<file path="src/first_fit_segment_allocator_top_assert.svh">
// Assertion macros for the segment allocator.
`ifndef FIRST_FIT_SEGMENT_ALLOCATOR_TOP_ASSERT_SVH
`define FIRST_FIT_SEGMENT_ALLOCATOR_TOP_ASSERT_SVH
`ifndef ASSERT_OFF
// Property checked on every rising clock edge outside reset.
`define FFSA_ASSERT(label, clk, rst_n, prop, msg) \
    label: assert property (@(posedge clk) disable iff (!rst_n) (prop)) else $error(msg);
// Implication checked on every rising clock edge outside reset.
`define FFSA_ASSERT_IMP(label, clk, rst_n, ante, cons, msg) \
    label: assert property (@(posedge clk) disable iff (!rst_n) (ante) |-> (cons)) \
    else $error(msg);
`else
`define FFSA_ASSERT(label, clk, rst_n, prop, msg)
`define FFSA_ASSERT_IMP(label, clk, rst_n, ante, cons, msg)
`endif
`endif

</file>
<file path="src/ffsa_ram.sv">
// Generic simple dual-port RAM with registered read (old data on collision).
`default_nettype none
module ffsa_ram #(
    parameter int WIDTH = 8,
    parameter int DEPTH = 4
) (
    input  wire logic                     i_clk,
    input  wire logic                     i_we,
    input  wire logic [$clog2(DEPTH)-1:0] i_waddr,
    input  wire logic [WIDTH-1:0]         i_wdata,
    input  wire logic [$clog2(DEPTH)-1:0] i_raddr,
    output logic      [WIDTH-1:0]         o_rdata
);
    logic [WIDTH-1:0] r_mem [DEPTH];
    logic [WIDTH-1:0] r_rdata;

    always_ff @(posedge i_clk) begin
        if (i_we) begin
            r_mem[i_waddr] <= i_wdata;
        end
        r_rdata <= r_mem[i_raddr];
    end

    assign o_rdata = r_rdata;
endmodule
`default_nettype wire

</file>
<file path="config.mk">
export PLATFORM = sky130hd
export DESIGN_NAME = ffsa_ram
export DESIGN_NICKNAME = d
export VERILOG_FILES = /design/src/first_fit_segment_allocator_top_assert.svh /design/src/ffsa_ram.sv
export SDC_FILE = /design/constraint.sdc
export NUM_CORES = 1
export LEC_CHECK = 0
export BUFFER_PORTS_ARGS = -buffer_cell sky130_fd_sc_hd__buf_2
export CORE_AREA = 4 4 73 75
export DETAILED_ROUTE_END_ITERATION = 10
export DIE_AREA = 0 0 77 79
export GPL_ROUTABILITY_DRIVEN = 0
export SLEW_MARGIN = 25
export SYNTH_ARGS = -nofsm -noshare
export SYNTH_HDL_FRONTEND = slang
export SYNTH_SLANG_ARGS = --single-unit
</file>
<file path="constraint.sdc">
create_clock -name i_clk -period 1.2 [get_ports i_clk]
set_clock_uncertainty 0.05 [all_clocks]
set_input_delay 0.06 -clock i_clk [delete_from_list [all_inputs] [get_ports i_clk]]
set_output_delay 0.06 -clock i_clk [all_outputs]
set_load 0.02 [all_outputs]
</file>
After elaboration in Yosys (flattened, before gate mapping):

Memory sizes are Yosys's and may differ from the RTL's. A register that Yosys moved wholly into a read port is not among the register bits.
Cells that the tools add are included.

* bits in writable memories: 32
* logic and storage cells: 3
* register bits: 0
* input port bits: 14
* memories: 1

Memory list
* r_mem: words 4, width 8, rd ports 1, clocked after memory_dff 1, wr ports 1, RTL line ffsa_ram.sv:14 `logic [WIDTH-1:0] r_mem [DEPTH];`

* muxes and demuxes: 2

Operators by type and width (count)
* 2-to-1 mux 1 bit: 2

Logic depth before layout (Yosys ltp):

* word-level depth: 2
* gate-level depth with buffers: 2

Worst setup path after synthesis:

No wires, ideal clock.

* path type: input to register
* from: input i_waddr[0]
* to: memory r_mem[0][0], enable pin
* data arrival time: 0.739 ns
* stages on the path: 1
* required time: 0.765 ns
* path slack: 0.026 ns
* setup time: 0.385 ns
* cell sequence: nor3b_1

RTL lines
* start, declared: RTL line ffsa_ram.sv:9 `input wire logic [$clog2(DEPTH)-1:0] i_waddr,`
* end, declared: RTL line ffsa_ram.sv:14

No word-level cell before the write port.

Worst setup path in the final report:

* from: memory r_mem[3][7]
* to: register r_rdata[7], in the netlist o_rdata[7], read port of r_mem

RTL lines
* end, declared: RTL line ffsa_ram.sv:15 `logic [WIDTH-1:0] r_rdata;`

No word-level cell between the ends.

==> metrics.txt <==
Mapped Nets=68; chip width=between 70 and 80 um; buffer levels on the longest clock path=2; Port Buffers=21; GR Util All Layers=8.11%; post-synthesis sequential area ratio=83.1%; H-tree depth=2; Die Area=just over 6000 um^2; XOR/XNOR Fraction of Synth Area=0%; clock transition at the registers of the reported paths=approximately 70 ps; DRC Markers=0; biggest area consumer among synthesized cells=edfxtp_1; largest family of logic cells by synthesized area=multiplexers; worst slew pin tran=between 300 and 400 ps; Yosys warning total=0; Slowest Stage Delay on Critical Path=460 ps; Final Max Slew Viols=0; Hold Crit Depth=2; core region area=4660 um^2; 1st-iter DRT viols=36; Mean Syn Cell Area=25.0 um^2; CP max FO=1; largest net degree at the start of global routing=13; Bufs and invs on worst path=0; first-pass iteration count of the detailed router=4; Routed WL per cell=15.1 um; Row Count=25; Setup Viol. Count Final=0; setup TNS=0 ps; adder-cell share of the synthesized area=0%; via/cell ratio=4.39; Hold Vio Cnt, Final=0; setup bufs post-CTS=0; Ant. Diodes=0; Worst EP required=1310 ps; share of layout cells above drive strength 1=a little over two fifths; RSZ-0062 raised after global routing=no; most common cell in the netlist=edfxtp_1; post-synthesis async set-or-reset flop share=0%; Reg-to-Reg Start=r_mem[3][7]; Post-Route WL=2.22 mm; TritonCTS Buffers=5; design area=1720 um^2; Crit-path slowest cell=mux4_2; Yosys top cell area share=between 70% and 80%; EDFF count, synth=32; Crit path max-delay family=multiplexers; Crit Path Category=flip-flop to flip-flop; Final nets=106; R2R cell count=1; Hold Crit Class=input pin to flip-flop; GR peak layer=met2; clock latency on the worst-skew pair=290 ps; post-synthesis mux area share=13.4%; crit path DAT=1130 ps; CP Launch Type=flip-flop; maximum vdd ir drop=0.422 mV; fmax=about 1000 MHz; IO Pins=22; via count=646; Die Y=slightly below 80 um; synth unique cells=8; Worst Min Path Start=i_raddr[1]; CP Capture Type=flip-flop; met2 GRT Util=13.3%; M1 GR Usage=8.27%; Synth Instances=54; clk root buf=clkbuf_8; critical path, cell by cell=mux4_2; Post-Synth Simple-Gate Area=roughly 2.3%; initial antenna violation count=0; WP depth=1; starting density of the core=28.9%; CTS resizes=0; CTS sink cnt=40; ys flop type=edfxtp_1; Post-CTS Hold Buffers=8; global-route wire length before repair=3.41 mm; Synth area leaders=edfxtp_1 71%, mux4_2 13%, dfxtp_1 12%; worst setup path start=r_mem[3][7]; max-cap viol count=0; vias in the first global route=678; global route overflow=0; Placed Area=1560 um^2; period utilisation layout=84.4%; GR Util met3=under 10%; most frequent cells after synthesis=32 x edfxtp_1, 8 x dfxtp_1, 8 x mux4_2; Yosys reg bits=40; Post-DRT Antenna Nets=0; Pleak=~0.62 nW; CTS tree=built; post-synthesis compound-gate area fraction=0%; Rel. slew slack=about four fifths; outcome=completed; Synth Cell Area=1350 um^2; Layout area overhead=27.7%; Power, Total=roughly 2.6 mW; Tmin final=1010 ps; PD cells=1520 nW/um^2
==> path summary, 6_finish.rpt <==
path | slack [ps] | endpoint
setup / recovery | 190 | o_rdata[7]
hold / removal | 170 | o_rdata[6]
setup reg to reg | 190 | o_rdata[7]
hold reg to reg | 510 | o_rdata[0]
==> through the flow <==
step,setup slack (ps),util (%),hold WS (ps),instances
6_report,187,37.0,165,147
5_1_grt,152,37.0,169,147
4_1_cts,178,37.0,156,147
3_5_place_dp,103,33.5,232,131
3_3_place_gp,121,33.5,222,131
2_1_floorplan,25.9,-,109,54
==> kinds of logic (layout without fill, tap and decap cells) <==
family                 count (synthesis)  in the layout
DFF                                   40             40
muxes                                  8              8
buffers and inverters                  2             41
and+or+nand+nor                        4              4
==> metal layers <==
metal,wire (um),vias to the layer above
li1,-,300
met1,859,319
met2,1120,21
met3,182,6
met4,55,0
met5,0,-
==> sequential cells by signal, indices dropped and copies added, names as in the netlist <==
| name | cells |
|---|---|
| o_rdata | 8 |
| r_mem | 32 |
==> final cells by class <==
cell class	count	area, um^2
multi-input combinational	12	211
fill	437	2940
clock inverter	3	13.8
tap	54	67.6
timing repair buffer	33	240
clock buffer	5	68.8
sequential	40	1120
==> power breakdown <==
group / internal (mW) / total [mW] / switching (mW)
Sequential: 1.58 / 1.60 / 0.0168
Clock: 0.394 / 0.817 / 0.424
Combinational: 0.105 / 0.211 / 0.106
==> cells in the final DEF, fill, tap and decap left out <==
cell	netlist	final
dfxtp_1	8	8
edfxtp_1	32	32
clkinv_1	0	1
and3b_1	2	2
clkinv_2	0	2
buf_4	0	2
buf_2	0	21
nor3b_1	1	1
buf_12	0	2
dlygate4sd3_1	0	8
and3_1	1	1
mux4_2	8	8
clkbuf_8	0	5
No activity file was read; power rests on OpenSTA's default activity.
